**config.mk**
```make
export PLATFORM = sky130hd
export DESIGN_NAME = cmmd_queue
export DESIGN_NICKNAME = d
export VERILOG_FILES = /design/src/rtl/cmmd_pkg.sv /design/src/rtl/cmmd_queue.sv
export SDC_FILE = /design/constraint.sdc
export NUM_CORES = 1
export LEC_CHECK = 0
export BUFFER_PORTS_ARGS = -buffer_cell sky130_fd_sc_hd__buf_2
export CAP_MARGIN = 30
export CORE_UTILIZATION = 45
export DETAILED_ROUTE_END_ITERATION = 6
export GPL_ROUTABILITY_DRIVEN = 0
export PLACE_DENSITY = 0.71
export SLEW_MARGIN = 10
export SYNTH_ARGS = -nofsm -noshare
export SYNTH_HDL_FRONTEND = slang
export SYNTH_SLANG_ARGS = --single-unit
```
**constraint.sdc**
```tcl
create_clock -name clk -period 8.4 [get_ports clk]
set_input_delay 0 -clock clk [delete_from_list [all_inputs] [get_ports clk]]
set_output_delay 0 -clock clk [all_outputs]
set_load 0.02 [all_outputs]
```
**src/rtl/cmmd_pkg.sv**
```systemverilog
package cmmd_pkg;

  // Default sizes of the stores, in bytes.
  localparam int RAM_BYTES_DEF     = 2097152;
  localparam int SCRATCH_BYTES_DEF = 4096;
  localparam int SEGMENT_BYTES     = 65536;

  // Offsets into a store are carried at the width of the largest user window.
  localparam int OFS_W = 23;

  // Depth of the queue between the front and the back.
  localparam int QUEUE_DEPTH = 2;

  // Route codes of a result beat.
  localparam logic [2:0] ROUTE_RAM     = 3'd0;
  localparam logic [2:0] ROUTE_PAR     = 3'd1;
  localparam logic [2:0] ROUTE_SCRATCH = 3'd2;
  localparam logic [2:0] ROUTE_BIOS    = 3'd3;
  localparam logic [2:0] ROUTE_FWD     = 3'd4;
  localparam logic [2:0] ROUTE_ZERO    = 3'd5;
  localparam logic [2:0] ROUTE_NONE    = 3'd6;

  // Access size codes.
  localparam logic [1:0] SIZE_BYTE = 2'd0;
  localparam logic [1:0] SIZE_HALF = 2'd1;
  localparam logic [1:0] SIZE_WORD = 2'd2;

  // Operation codes.
  localparam logic OP_READ  = 1'b0;
  localparam logic OP_WRITE = 1'b1;

  // Machine version that opens the extra register windows.
  localparam logic [1:0] VERSION_TWO = 2'd2;
  localparam logic [1:0] VERSION_RESET = 2'd1;

  // Segment codes (address bits 31..16).
  localparam logic [15:0] SEG_EXP1     = 16'h1d00;
  localparam logic [15:0] SEG_PAR      = 16'h1f00;
  localparam logic [15:0] SEG_IO       = 16'h1f80;
  localparam logic [15:0] SEG_IO2      = 16'h1f90;
  localparam logic [15:0] SEG_KIO      = 16'hbf80;
  localparam logic [15:0] SEG_KIO2     = 16'hbf90;
  localparam logic [15:0] SEG_BIOS     = 16'hbfc0;
  localparam logic [15:0] SEG_ZERO     = 16'h1fc0;
  localparam logic [15:0] SEG_ZERO_MSK = 16'hffc0;

  // Kernel windows of main RAM, compared on address bits 31..23.
  localparam logic [8:0] KSEG0_TOP = 9'h100;
  localparam logic [8:0] KSEG1_TOP = 9'h140;

  typedef struct packed {
    logic        operation;
    logic [31:0] address;
    logic [1:0]  access_size;
    logic [31:0] write_data;
  } in_t;

  typedef struct packed {
    logic [2:0]  route;
    logic [31:0] read_data;
    logic        fwd_valid;
    logic        fwd_is_write;
    logic [31:0] fwd_address;
    logic [1:0]  fwd_size;
    logic [31:0] fwd_data;
  } out_t;

  // A classified access as it waits in the queue.
  typedef struct packed {
    logic [2:0]       route;
    logic             is_write;
    logic [1:0]       size;
    logic [OFS_W-1:0] offset;
    logic [31:0]      address;
    logic [31:0]      wdata;
  } desc_t;

endpackage

```
**src/rtl/cmmd_queue.sv**
```systemverilog
module cmmd_queue (
  input  logic            clk,
  input  logic            rst,
  input  logic            push,
  input  cmmd_pkg::desc_t push_data,
  output logic            full,
  input  logic            pop,
  output logic            head_valid,
  output cmmd_pkg::desc_t head
);
  import cmmd_pkg::*;

  localparam int PTR_W = (QUEUE_DEPTH > 1) ? $clog2(QUEUE_DEPTH) : 1;
  localparam int CNT_W = $clog2(QUEUE_DEPTH + 1);

  desc_t             entries [QUEUE_DEPTH];
  logic [PTR_W-1:0]  wr_ptr;
  logic [PTR_W-1:0]  rd_ptr;
  logic [CNT_W-1:0]  count;

  assign full       = (count == CNT_W'(QUEUE_DEPTH));
  assign head_valid = (count != '0);
  assign head       = entries[rd_ptr];

  // Pointers and fill count.
  always_ff @(posedge clk) begin
    if (rst) begin
      wr_ptr <= '0;
      rd_ptr <= '0;
      count  <= '0;
    end else begin
      if (push) begin
        wr_ptr <= (wr_ptr == PTR_W'(QUEUE_DEPTH - 1)) ? '0 : wr_ptr + 1'b1;
      end
      if (pop) begin
        rd_ptr <= (rd_ptr == PTR_W'(QUEUE_DEPTH - 1)) ? '0 : rd_ptr + 1'b1;
      end
      if (push && !pop) begin
        count <= count + 1'b1;
      end else if (pop && !push) begin
        count <= count - 1'b1;
      end
    end
  end

  // Entry storage.
  always_ff @(posedge clk) begin
    if (push) begin
      entries[wr_ptr] <= push_data;
    end
  end

endmodule

```
==> metrics.md <==
| Metric | Value |
|---|---|
| Die area | `16,500 µm²` |
| Antenna-violating nets left | `0` |
| Layout cells sized above 1 | `between 50% and 60%` |
| Worst Setup Start Kind | `flop` |
| WL/cell | `16.7 µm` |
| Setup violators final | `0` |
| Port Buffers | `191` |
| Synthesis-to-layout area growth | `37.7%` |
| Final std cells w/o fill | `836` |
| Endpoint class of the critical path | `primary output` |
| Total GRT Usage | `17.6%` |
| Slew HR | `38.8%` |
| Die W | `roughly 130 µm` |
| Post-route setup slack | `around 5.7 ns` |
| Vias per cell | `~4.7` |
| Root Driver | `clkbuf_16` |
| TritonCTS clock tree | `yes` |
| Fmax | `between 0.3 and 0.4 GHz` |
| Clk sinks | `191` |
| Most area-hungry cell type in the Yosys netlist | `edfxtp_1` |
| Final Total Pwr | `2.25 mW` |
| DRT Pass-1 Iters | `4` |
| Post-CTS sizing | `0` |
| Placement-stage cell area | `8360 µm²` |
| Post-synthesis adder-cell area fraction | `0.174%` |
| Leakage | `a little under 4 nW` |
| Cells after synthesis | `roughly 310` |
| Ports | `192` |
| Overflow after GRT | `0` |
| Register clock-pin slew on the reported worst setup and hold paths | `around 0.070 ns` |
| Post-Synth Simple-Gate Area | `0.660%` |
| Compound-Gate Fraction of Synth Area | `0.139%` |
| Power per cell area | `227 nW/µm²` |
| DRT iter0 DRCs | `between 150 and 200` |
| Crit path DAT | `2.74 ns` |
| Total CTS buffers | `17` |
| Crit path max fanout | `52` |
| Dpl cells | `706` |
| Number of max-cap violations | `0` |
| Dpl ws | `around 6.1 ns` |
| Tmin final | `2.74 ns` |
| Via Count | `3,891` |
| DRC Markers | `0` |
| Worst Hold Class | `in2reg` |
| Worst VDD drop | `0.000129 V` |
| WL final | `14,000 µm` |
| Clk_lat worst skew | `0.42 ns` |
| Seq/Total Area, Yosys | `between 70% and 80%` |
| Final Cycle Share | `32.6%` |
| Status | `finished, final reports clean` |
| Vias in the first global route | `4,177` |
| RSZ-0062 raised after global routing | `no` |
| Initial Util | `46.7%` |
| DP HPWL | `about 8100 µm` |
| Largest net degree at the start of global routing | `66` |
| Die Ht | `128 µm` |
| Synth area leaders | `edfxtp_1 78%, mux2_4 15%, mux2_2 3.6%, dfxtp_1 1.4%, buf_6 1.1%` |
| Fin Setup TNS | `0 ns` |
| Final Hold Viols | `0` |
| Synth unique cells | `19` |
| CTS max path bufs | `2` |
| Mux cell area share after synthesis | `approximately 18%` |
| WP data required | `roughly 8.4 ns` |
| Yosys top cell area share | `77.6%` |
| Initial antenna violation count | `1` |
| H-tree levels | `4` |
| Final Slew Violations | `0` |
| Post-Syn Nets | `around 410` |
| Post-Syn Area | `7200 µm²` |
| Post-route design area | `9910 µm²` |
| First-pass GRT wire length | `21,100 µm` |
| Core ar. | `15,400 µm²` |
| Worst-margin pin slew | `just over 0.9 ns` |
| Final Skew | `0.00790 ns` |
| NumNets Final | `709` |
| Yosys Warn Count | `0` |
| Critical path class | `reg2out` |
| Largest family of logic cells by synthesized area | `multiplexers` |
| Xor/xnor share of the synthesized area | `0.487%` |
| # rows | `45` |
| Syn avg cell area | `23.2 µm²` |
| Synth Register Bits | `191` |
## state kept, by name, indices dropped and copies added, names as in the netlist, named ones only
signal and flops:
entries 186, count 2, rd_ptr 1, wr_ptr 1
## cell usage after synthesis
master / count
and2_1: 1
xnor2_1: 2
dfxtp_1: 5
buf_6: 7
ha_1: 1
o21ai_0: 1
or2_2: 1
inv_1: 1
or3_1: 1
buf_4: 1
mux2_2: 23
nor2b_1: 1
edfxtp_1: 186
buf_2: 2
a21oi_1: 1
xor2_1: 2
and2b_1: 1
nor2_1: 4
mux2_4: 70
## where the power goes
group          leakage [nW]  switching [mW]  internal, mW  total (mW)
Combinational          1.85           0.161         0.157       0.318
Sequential             1.79          0.0279          1.11        1.14
Clock                 0.265           0.328         0.464       0.792
Total                  3.90           0.517          1.73        2.25
## per-stage QoR
| step | hold slack (ns) | util [%] |
|---|---|---|
| 2_1_floorplan | 0.0691 | - |
| 3_3_place_gp | 0.188 | 54.2 |
| 3_5_place_dp | 0.191 | 54.2 |
| 4_1_cts | 0.269 | 64.2 |
| 5_1_grt | 0.287 | 64.3 |
| 6_report | 0.291 | 64.3 |
## worst max-delay path, cell delays in order (launching register included)
cell	delay, ns
dfxtp_4	0.94
buf_4	0.74
mux2_2	0.42
buf_2	0.16
## what timing repair did
item | CTS | global route
setup buffers | 0 | 0
endpoints found under the hold margin | 191 | 0
hold buffers | 97 | 0
## cells by family after synthesis
group           after synthesis
buf+inv                      11
flops                       191
xor+xnor                      4
simple gates                  9
fa+ha+maj                     1
mux                          93
compound gates                2
## metal layers
metal  wire, µm  global-route usage [%]  part of all wire (%)
met1       5500                    18.9                    39
met2       7250                    31.1                    52
met3        953                    5.90                   6.8
met4        292                    8.44                   2.1
met5          0                       0                     0
## path summary, 6_finish.rpt
path / startpoint / to / slack [ns] / cells after the start
worst max-delay path: flop / head[74] / 5.66 / 3
worst min-delay path: push_data[87] / entries[0][87] / 0.29 / 2
worst max register to register: wr_ptr / entries[0][89] / 6.09 / 2
worst min register to register: count[1] / count[1] / 0.51 / 2
## placed cells by master, fill, tap and decap left out, drive strengths merged
cell type	n
and2b	1
a21oi	1
or3	1
or2	1
clkbuf	20
nor2	4
buf	194
dlygate4sd3	97
clkinvlp	5
and2	1
edfxtp	186
ha	1
o21ai	1
nor2b	1
clkinv	4
xor2	2
dfxtp	5
inv	1
xnor2	2
bufinv	3
diode	1
mux2	93
## cell type report
| type | instances | area (µm²) |
|---|---|---|
| Antenna cell | 1 | 2.50 |
| Clock buffer | 20 | 437 |
| Clock inverter | 12 | 144 |
| Fill cell | 1119 | 5510 |
| Inverter | 1 | 3.75 |
| Multi-Input combinational cell | 109 | 1430 |
| Sequential cell | 191 | 5690 |
| Tap cell | 211 | 264 |
| Timing Repair Buffer | 291 | 1950 |
Note: power is estimated with default switching activity, not from simulation.
