===== src/rtl/cmmd_pkg.sv =====
package cmmd_pkg;

  // Default sizes of the stores, in bytes.
  localparam int RAM_BYTES_DEF     = 2097152;
  localparam int SCRATCH_BYTES_DEF = 4096;
  localparam int SEGMENT_BYTES     = 65536;

  // Offsets into a store are carried at the width of the largest user window.
  localparam int OFS_W = 23;

  // Depth of the queue between the front and the back.
  localparam int QUEUE_DEPTH = 2;

  // Route codes of a result beat.
  localparam logic [2:0] ROUTE_RAM     = 3'd0;
  localparam logic [2:0] ROUTE_PAR     = 3'd1;
  localparam logic [2:0] ROUTE_SCRATCH = 3'd2;
  localparam logic [2:0] ROUTE_BIOS    = 3'd3;
  localparam logic [2:0] ROUTE_FWD     = 3'd4;
  localparam logic [2:0] ROUTE_ZERO    = 3'd5;
  localparam logic [2:0] ROUTE_NONE    = 3'd6;

  // Access size codes.
  localparam logic [1:0] SIZE_BYTE = 2'd0;
  localparam logic [1:0] SIZE_HALF = 2'd1;
  localparam logic [1:0] SIZE_WORD = 2'd2;

  // Operation codes.
  localparam logic OP_READ  = 1'b0;
  localparam logic OP_WRITE = 1'b1;

  // Machine version that opens the extra register windows.
  localparam logic [1:0] VERSION_TWO = 2'd2;
  localparam logic [1:0] VERSION_RESET = 2'd1;

  // Segment codes (address bits 31..16).
  localparam logic [15:0] SEG_EXP1     = 16'h1d00;
  localparam logic [15:0] SEG_PAR      = 16'h1f00;
  localparam logic [15:0] SEG_IO       = 16'h1f80;
  localparam logic [15:0] SEG_IO2      = 16'h1f90;
  localparam logic [15:0] SEG_KIO      = 16'hbf80;
  localparam logic [15:0] SEG_KIO2     = 16'hbf90;
  localparam logic [15:0] SEG_BIOS     = 16'hbfc0;
  localparam logic [15:0] SEG_ZERO     = 16'h1fc0;
  localparam logic [15:0] SEG_ZERO_MSK = 16'hffc0;

  // Kernel windows of main RAM, compared on address bits 31..23.
  localparam logic [8:0] KSEG0_TOP = 9'h100;
  localparam logic [8:0] KSEG1_TOP = 9'h140;

  typedef struct packed {
    logic        operation;
    logic [31:0] address;
    logic [1:0]  access_size;
    logic [31:0] write_data;
  } in_t;

  typedef struct packed {
    logic [2:0]  route;
    logic [31:0] read_data;
    logic        fwd_valid;
    logic        fwd_is_write;
    logic [31:0] fwd_address;
    logic [1:0]  fwd_size;
    logic [31:0] fwd_data;
  } out_t;

  // A classified access as it waits in the queue.
  typedef struct packed {
    logic [2:0]       route;
    logic             is_write;
    logic [1:0]       size;
    logic [OFS_W-1:0] offset;
    logic [31:0]      address;
    logic [31:0]      wdata;
  } desc_t;

endpackage


===== src/rtl/cmmd_front.sv =====
module cmmd_front #(
  parameter int RAM_BYTES = cmmd_pkg::RAM_BYTES_DEF
) (
  input  logic            clk,
  input  logic            rst,
  input  logic            in_valid,
  output logic            in_stall,
  input  cmmd_pkg::in_t   in_data,
  input  logic            cfg_write,
  input  logic [1:0]      cfg_data,
  input  logic            q_full,
  input  logic            busy,
  output logic            push,
  output cmmd_pkg::desc_t push_data
);
  import cmmd_pkg::*;

  logic [1:0] machine_version;

  // The user must write the version register only while the block is idle; the block itself does not enforce it.
  always_ff @(posedge clk) begin
    if (rst) begin
      machine_version <= VERSION_RESET;
    end else if (cfg_write) begin
      machine_version <= cfg_data;
    end
  end

  assign in_stall = q_full || busy;
  assign push     = in_valid && !in_stall;

  // Classify the beat: route, store offset and masked write data.
  always_comb begin
    logic        wr;
    logic        v2;
    logic [1:0]  sz;
    logic [31:0] mask;
    logic [31:0] aligned;
    logic [15:0] seg;
    logic [2:0]  route;
    logic [OFS_W-1:0] ofs;

    wr  = (in_data.operation == OP_WRITE);
    v2  = (machine_version == VERSION_TWO);
    sz  = (in_data.access_size > SIZE_WORD) ? SIZE_WORD : in_data.access_size;
    seg = in_data.address[31:16];

    case (sz)
      SIZE_BYTE: begin
        mask    = 32'h0000_00ff;
        aligned = in_data.address;
      end
      SIZE_HALF: begin
        mask    = 32'h0000_ffff;
        aligned = {in_data.address[31:1], 1'b0};
      end
      default: begin
        mask    = 32'hffff_ffff;
        aligned = {in_data.address[31:2], 2'b00};
      end
    endcase

    ofs = {7'd0, aligned[15:0]};

    if (seg == SEG_EXP1) begin
      // Writes reach the expansion port only in its first 128 bytes.
      route = (!wr || (in_data.address[15:7] == 9'd0)) ? ROUTE_FWD : ROUTE_NONE;
    end else if (seg == SEG_IO) begin
      route = (in_data.address[15:12] == 4'd0) ? ROUTE_SCRATCH : ROUTE_FWD;
    end else if (seg == SEG_IO2 && (wr || v2)) begin
      route = ROUTE_FWD;
    end else if ((seg == SEG_KIO || seg == SEG_KIO2) && v2) begin
      route = ROUTE_FWD;
    end else if (!wr && ((seg & SEG_ZERO_MSK) == SEG_ZERO)) begin
      route = ROUTE_ZERO;
    end else if (aligned[31:23] == 9'd0) begin
      route = ROUTE_RAM;
      ofs   = aligned[OFS_W-1:0];
    end else if ((aligned[31:23] == KSEG0_TOP || aligned[31:23] == KSEG1_TOP)
                 && ({1'b0, aligned[OFS_W-1:0]} < (OFS_W+1)'(RAM_BYTES))) begin
      route = ROUTE_RAM;
      ofs   = aligned[OFS_W-1:0];
    end else if (seg == SEG_PAR) begin
      route = ROUTE_PAR;
    end else if (seg == SEG_BIOS) begin
      route = ROUTE_BIOS;
    end else begin
      route = ROUTE_NONE;
    end

    push_data.route    = route;
    push_data.is_write = wr;
    push_data.size     = sz;
    push_data.offset   = ofs;
    push_data.address  = in_data.address;
    push_data.wdata    = in_data.write_data & mask;
  end

endmodule


===== config.mk =====
export PLATFORM = sky130hd
export DESIGN_NAME = cmmd_front
export DESIGN_NICKNAME = d
export VERILOG_FILES = /design/src/rtl/cmmd_pkg.sv /design/src/rtl/cmmd_front.sv
export SDC_FILE = /design/constraint.sdc
export NUM_CORES = 1
export LEC_CHECK = 0
export BUFFER_PORTS_ARGS = -buffer_cell sky130_fd_sc_hd__buf_2
export CAP_MARGIN = 20
export CORE_AREA = 2 2 65 67
export DETAILED_ROUTE_END_ITERATION = 7
export DIE_AREA = 0 0 67 69
export PLACE_DENSITY = 0.8
export SYNTH_ARGS = -nofsm -noshare
export SYNTH_HDL_FRONTEND = slang
export SYNTH_SLANG_ARGS = --single-unit

===== constraint.sdc =====
create_clock -name clk -period 1.4 [get_ports clk]
set_clock_uncertainty 0.05 [all_clocks]
set_input_delay 0.07 -clock clk [delete_from_list [all_inputs] [get_ports clk]]
set_output_delay 0.07 -clock clk [all_outputs]
set_load 0.05 [all_outputs]

==> flow_metrics.py, run 1 <==
metrics = {
    "pwr": {
        "ir_drop_mv": 0.454,
        "total_power_uw": 997,
        "power.static_leakage_uw": 0.000938,
        "powerDensity_nw_per_um2": 582,
    },
    "grt": {
        "globalRouteTotalUtil_pct": 13.5,
        "grt_pass1_wl_um": 5060,
        "antenna_found_initial": 0,
        "globalRouteOverflowTotal": 0,
        "first_global_vias": 1213,
        "maximum_number_of_pins_on_one_net_before_global_route_repair": 21,
    },
    "timing": {
        "setup_ws_ns": -0.364,
        "fmax_mhz": 567,
        "slew-limit-headroom_pct": 81.8,
        "report.final.hold_viol_count": 0,
        "slew_violations": 0,
        "final_period_minus_worst_setup_slack_ns": 1.76,
        "setup_repair_after_global_routing_missed_its_margin": "true",
        "worst_pin_slew_ns": 0.271,
        "setup_viol": 9,
        "layout_worst_path_cycle_share_pct": 126,
    },
    "worst_setup_path": {
        "worst-setup-path-type": "flip-flop to output port",
        "crit_fanout": 3,
        "worst_ep_required_time_ns": 1.28,
        "ff2ff_path_depth": 2,
        "setup.worst_path.start_class": "flip-flop",
        "crit_path_end_kind": "output port",
        "data_arrival_critical_path_ns": 1.64,
    },
    "drt": {
        "route.top_layer_used": "met4",
        "drt-wirelength-per-cell_um": 11.2,
        "dr_vias_cell": 4.24,
        "firstDrtPassIters": 4,
        "routed-via-count": 1252,
        "met2_wl_post_dr_um": 1780,
        "first_drt_iteration_drcs": 12,
        "drcViolationCount": 0,
        "total_length_of_routed_wires_um": 3300,
        "route.layer.met1.wl_um": 1030,
        "wl_met3_um": 448,
        "drtAntennaViolNets": 0,
    },
    "clocking": {
        "clk_root_buffer_cell": "sky130_fd_sc_hd__clkbuf_8",
        "cts-root-to-sink-buffers": 2,
        "cts-htree-levels": 1,
        "cts.sink_count": 2,
        "worst_setup_hold_path_clk_slew_ns": 0.03,
        "tritoncts": "built",
        "numCtsBuffers": 3,
        "clock_latency_ns": 0.21,
    },
    "final_layout": {
        "design.final.nets": 322,
        "largestRegisters": "machine_version x2",
        "final_layout_size_suffix_gt1_share_pct": 74.7,
        "largest_reg_flops": 2,
        "diodes": 0,
        "top_register_by_number_of_flip_flops": "machine_version",
        "area_delta_synth_final_pct": 71.5,
        "layout_commonest_cell": "sky130_fd_sc_hd__buf_2",
        "post-route-cell-area_um2": 1710,
        "layout.cells.most_common_list": "126 x sky130_fd_sc_hd__buf_2, 21 x sky130_fd_sc_hd__buf_4, 17 x sky130_fd_sc_hd__and2_1",
    },
    "logic_synthesis": {
        "synthesis.area_um2": 1000,
        "syn_area_per_cell_um2": 7.14,
        "ys_seq_elements": 2,
        "most_area_consuming_cells_after_synthesis": "sky130_fd_sc_hd__buf_4 41%, sky130_fd_sc_hd__and2_1 11%, sky130_fd_sc_hd__nor2b_1 8.1%",
        "yosysWarnings": 0,
        "syn-instance-count": 140,
        "synth_area_leader_cell": "sky130_fd_sc_hd__buf_4",
        "postSynthNetCount": 215,
        "synth_top_cell_area_share_pct": 41.3,
        "synth_seq_area_share_pct": 4.01,
        "synth.distinct_cells": 34,
    },
    "hold_path": {
        "hold-path-cell-count": 2,
        "worst_hold_path_type": "input port to flip-flop",
    },
    "placed_design": {
        "place.port_buffers": 138,
        "place_worst_setup_slack_ns": -0.344,
        "dpl.hpwl_um": 2840,
        "placed_area_um2": 1520,
        "globalplace.congestion": 0.788,
    },
    "die": {
        "std_cell_rows": 23,
        "num_io_pins": 170,
        "initial_util_pct": 25.5,
        "total_core_area_um2": 3910,
        "die-width_um": 67,
        "die_area_um2": 4620,
        "die_y_um": 69,
    },
    "flow_run": {
        "cap_viol_max_count": 0,
    },
    "outcome": {
        "outcome": "complete, but fails checks",
        "violations": "setup timing",
    },
}
power by group:
group	internal, uW	leakage (uW)	total, uW	switching (uW)
sequential	61.3	0.0000166	63.4	2.10
clock	182	0.0000216	225	43.7
combinational	209	0.000899	708	500
total	452	0.000938	997	545
Yosys cell counts:
| cell type | instances |
|---|---|
| sky130_fd_sc_hd__a211o_1 | 1 |
| sky130_fd_sc_hd__a211oi_1 | 1 |
| sky130_fd_sc_hd__a21oi_1 | 2 |
| sky130_fd_sc_hd__and2_1 | 18 |
| sky130_fd_sc_hd__and2_2 | 4 |
| sky130_fd_sc_hd__and2b_4 | 1 |
| sky130_fd_sc_hd__and3_2 | 2 |
| sky130_fd_sc_hd__and3b_1 | 1 |
| sky130_fd_sc_hd__and4_2 | 1 |
| sky130_fd_sc_hd__buf_4 | 55 |
| sky130_fd_sc_hd__clkbuf_1 | 3 |
| sky130_fd_sc_hd__dfxtp_1 | 2 |
| sky130_fd_sc_hd__inv_1 | 1 |
| sky130_fd_sc_hd__mux2i_1 | 1 |
| sky130_fd_sc_hd__nand2_1 | 5 |
| sky130_fd_sc_hd__nand3_1 | 2 |
| sky130_fd_sc_hd__nand3b_1 | 1 |
| sky130_fd_sc_hd__nand4_1 | 1 |
| sky130_fd_sc_hd__nand4b_1 | 3 |
| sky130_fd_sc_hd__nor2_1 | 8 |
| sky130_fd_sc_hd__nor2b_1 | 13 |
| sky130_fd_sc_hd__nor3_1 | 1 |
| sky130_fd_sc_hd__nor4_1 | 1 |
| sky130_fd_sc_hd__nor4_2 | 1 |
| sky130_fd_sc_hd__nor4_4 | 1 |
| sky130_fd_sc_hd__nor4b_2 | 1 |
| sky130_fd_sc_hd__o211ai_1 | 1 |
| sky130_fd_sc_hd__o21ai_0 | 1 |
| sky130_fd_sc_hd__o31ai_1 | 1 |
| sky130_fd_sc_hd__or2_2 | 2 |
| sky130_fd_sc_hd__or3b_1 | 1 |
| sky130_fd_sc_hd__or3b_2 | 1 |
| sky130_fd_sc_hd__or4_1 | 1 |
| sky130_fd_sc_hd__or4_4 | 1 |
kinds of logic (layout without fill, tap and decap cells):
logic type / count (synthesis) / count (layout) / share of synthesized area, %
AO/OA/AOI/OAI: 7 / 7 / 4.63
AND/OR/NAND/NOR: 71 / 71 / 47.6
buffers and inverters: 59 / 164 / 42.8
flip-flops: 2 / 2 / 4.01
multiplexers: 1 / 1 / 1.00
final cells by class:
cell class | instances | area (um^2)
repair buffers | 160 | 977
well taps | 50 | 62.6
clock buffers | 3 | 41.3
multi-input cells | 79 | 589
flip-flops and latches | 2 | 40.0
inverters | 1 | 3.75
fillers | 387 | 2200
final timing paths:
check	startpoint	to	slack, ns
worst max-delay path	machine_version[1]$_SDFFE_PP0P_	push_data[91]	-0.36
worst min-delay path	cfg_data[0]	machine_version[0]$_SDFFE_PP1P_	0.02
worst max register to register	machine_version[0]$_SDFFE_PP1P_	machine_version[0]$_SDFFE_PP1P_	0.58
worst min register to register	machine_version[1]$_SDFFE_PP0P_	machine_version[1]$_SDFFE_PP0P_	0.45
critical path, stage by stage, from the launching register on:
cell and delay, ns:
sky130_fd_sc_hd__dfxtp_1 0.30, sky130_fd_sc_hd__nor2b_1 0.12, sky130_fd_sc_hd__o211ai_1 0.15, sky130_fd_sc_hd__a211oi_1 0.10
sky130_fd_sc_hd__or4_4 0.53, sky130_fd_sc_hd__nand3_4 0.08, sky130_fd_sc_hd__buf_8 0.15
metrics by stage:
| stage | setup TNS, ns | instances | utilization [%] | hold WS (ns) |
|---|---|---|---|---|
| after floorplan | -0.0680 | 140 | - | 0.0924 |
| after global placement | -2.22 | 290 | 38.9 | 0.0904 |
| after detailed placement | -2.29 | 290 | 38.9 | 0.0904 |
| after CTS | -1.51 | 296 | 43.8 | 0.0252 |
| after global routing | -1.83 | 295 | 43.8 | 0.0271 |
| final | -1.31 | 295 | 43.8 | 0.0243 |
layer usage:
layer / vias up / global-route usage (%)
met1: 537 / 12.5
met3: 4 / 3.43
met2: 92 / 27.3
li1: 619 / -
met4: 0 / 3.85
met5: - / 0
timing repair:
action                     in CTS  in global routing
gates cloned                    0                  0
hold endpoints to repair        1                  0
setup buffers                   3                  1
gates resized for setup        37                  3
hold buffers                    1                  0
setup endpoints to repair      10                 10
pin swaps                       8                  3
Note: power is estimated with default switching activity, not from simulation.
==> run 2: changes to the inputs <==
- CTS_BUF_LIST: unset -> sky130_fd_sc_hd__clkbuf_8
- SKIP_CTS_REPAIR_TIMING: unset -> 1
- TNS_END_PERCENT: unset -> 1
==> run 2 against run 1 <==
Effect of this change: design area down 7.4%; non-clock buffer count down 6; the flow still finishes with violations (setup timing); global-route usage down 1.3 points; hold slack worse by 0.0012 ns; critical path type unchanged; die area unchanged; first-iteration DRC count down 58%; sequential power about the same; critical endpoint unchanged; total power down 1.4%; via count down 2.7%; utilization down 3.3 points.
==> flow_metrics.py, run 2 (synthesis results as in run 1) <==
metrics = {
    "outcome": {
        "outcome": "complete, but fails checks",
        "violations": "setup timing",
    },
    "worst_setup_path": {
        "critical-path-slowest-cell": "sky130_fd_sc_hd__or4_1",
        "data_arrival_critical_path_ns": 1.63,
        "crit_fanout": 3,
        "worst_ep_required_time_ns": 1.28,
        "critPathMaxStageDelay_ns": 0.52,
        "critical_path.cell_chain": "nor2b_1 -> o211ai_1 -> a211oi_1 -> or4_1 -> nand3_2 -> buf_6",
        "worst-setup-path-type": "flip-flop to output port",
        "setup.worst_path.start_class": "flip-flop",
        "crit_path_end_kind": "output port",
    },
    "clocking": {
        "clock_latency_ns": 0.21,
        "clk_root_buffer_cell": "sky130_fd_sc_hd__clkbuf_8",
        "cts-root-to-sink-buffers": 2,
        "cts.sink_count": 2,
        "numCtsBuffers": 3,
        "cts-htree-levels": 1,
        "worst_setup_hold_path_clk_slew_ns": 0.03,
        "tritoncts": "built",
    },
    "die": {
        "die_y_um": 69,
        "std_cell_rows": 23,
        "die-width_um": 67,
        "die_area_um2": 4620,
        "total_core_area_um2": 3910,
        "num_io_pins": 170,
        "initial_util_pct": 25.5,
    },
    "final_layout": {
        "layout.cells.most_common_list": "129 x sky130_fd_sc_hd__buf_2, 18 x sky130_fd_sc_hd__and2_1, 15 x sky130_fd_sc_hd__buf_4",
        "design.final.nets": 316,
        "layout_commonest_cell": "sky130_fd_sc_hd__buf_2",
        "area_delta_synth_final_pct": 58.7,
        "filler_cell_count": 412,
        "stdcell_count": 289,
        "top_register_by_number_of_flip_flops": "machine_version",
        "largestRegisters": "machine_version x2",
        "diodes": 0,
        "final_layout_size_suffix_gt1_share_pct": 72.4,
        "largest_reg_flops": 2,
    },
    "placed_design": {
        "place.port_buffers": 138,
        "globalplace.congestion": 0.840,
        "place_worst_setup_slack_ns": -0.251,
        "placedCellCount": 285,
        "dpl.hpwl_um": 2860,
    },
    "drt": {
        "met2_wl_post_dr_um": 1800,
        "route.top_layer_used": "met4",
        "drt-wirelength-per-cell_um": 11.3,
        "firstDrtPassIters": 4,
        "drcViolationCount": 0,
        "wl_met3_um": 362,
        "route.layer.met1.wl_um": 1070,
        "drtAntennaViolNets": 0,
        "total_length_of_routed_wires_um": 3270,
        "first_drt_iteration_drcs": 5,
        "routed-via-count": 1218,
        "dr_vias_cell": 4.21,
    },
    "grt": {
        "maximum_number_of_pins_on_one_net_before_global_route_repair": 21,
        "antenna_found_initial": 0,
        "first_global_vias": 1078,
        "grt_pass1_wl_um": 4490,
        "globalRouteOverflowTotal": 0,
        "globalRouteTotalUtil_pct": 12.2,
    },
    "pwr": {
        "power.static_leakage_uw": 0.000889,
        "ir_drop_mv": 0.628,
        "powerDensity_nw_per_um2": 620,
    },
    "timing": {
        "fmax_mhz": 571,
        "setup_ws_ns": -0.353,
        "setup_viol": 9,
        "report.final.hold_viol_count": 0,
        "final_period_minus_worst_setup_slack_ns": 1.75,
        "setup_repair_after_global_routing_missed_its_margin": "true",
        "worst_pin_slew_ns": 0.400,
        "layout_worst_path_cycle_share_pct": 125,
        "slew-limit-headroom_pct": 73.1,
        "slew_violations": 0,
    },
    "hold_path": {
        "worst_hold_path_type": "input port to flip-flop",
    },
    "flow_run": {
        "cap_viol_max_count": 0,
    },
}
[run 2: area by class of cell]
cell class                      count  area (um^2)  share of cell area (%)
Timing Repair Buffer              154          882                    55.6
Multi-Input combinational cell     79          556                    35.0
Sequential cell                     2         41.3                    2.60
Clock buffer                        3         41.3                    2.60
Inverter                            1         3.75                   0.237
Tap cell                           50         62.6                    3.94
[run 2: final timing paths]
path                                        start                               to  slack, ns  depth (start not counted)
setup / recovery  machine_version[1]$_SDFFE_PP0P_                    push_data[91]      -0.35                          6
hold / removal                        cfg_data[0]  machine_version[0]$_SDFFE_PP1P_       0.02                          2
setup reg to reg  machine_version[0]$_SDFFE_PP1P_  machine_version[0]$_SDFFE_PP1P_       0.60                          2
hold reg to reg   machine_version[1]$_SDFFE_PP0P_  machine_version[1]$_SDFFE_PP0P_       0.45                          2
[run 2: routing by layer]
metal  vias to the layer above  global-route usage (%)
li1                        608                       -
met1                       518                    11.1
met2                        84                    24.6
met3                         8                    1.96
met4                         0                    5.44
met5                         -                       0
[run 2: worst max-delay path: cells and delay by family (launching register included)]
family	cells	cell delay, ns
simple gates	3	0.73
flops	1	0.31
buf+inv	1	0.15
compound gates	2	0.24
[run 2: where the power goes]
part           internal, uW  switching (uW)  leakage [uW]
Combinational           195             498      0.000850
Sequential             61.6            2.08     0.0000170
Clock                   182            45.6     0.0000216
Total                   438             545      0.000889
[run 2: through the flow]
stage               total power (uW)  utilization [%]  TNS [ns]  hold slack [ns]  instance area [um^2]
CTS                              986             38.3     -2.24          -0.0189                  1500
floorplan                        728                -    -0.331           0.0924                  1000
detailed placement               751             37.2     -1.97           0.0903                  1460
finish                           984             40.5     -1.53           0.0231                  1590
global placement                 744             37.2     -1.96           0.0903                  1460
global route                    1040             40.5     -2.10           0.0354                  1590
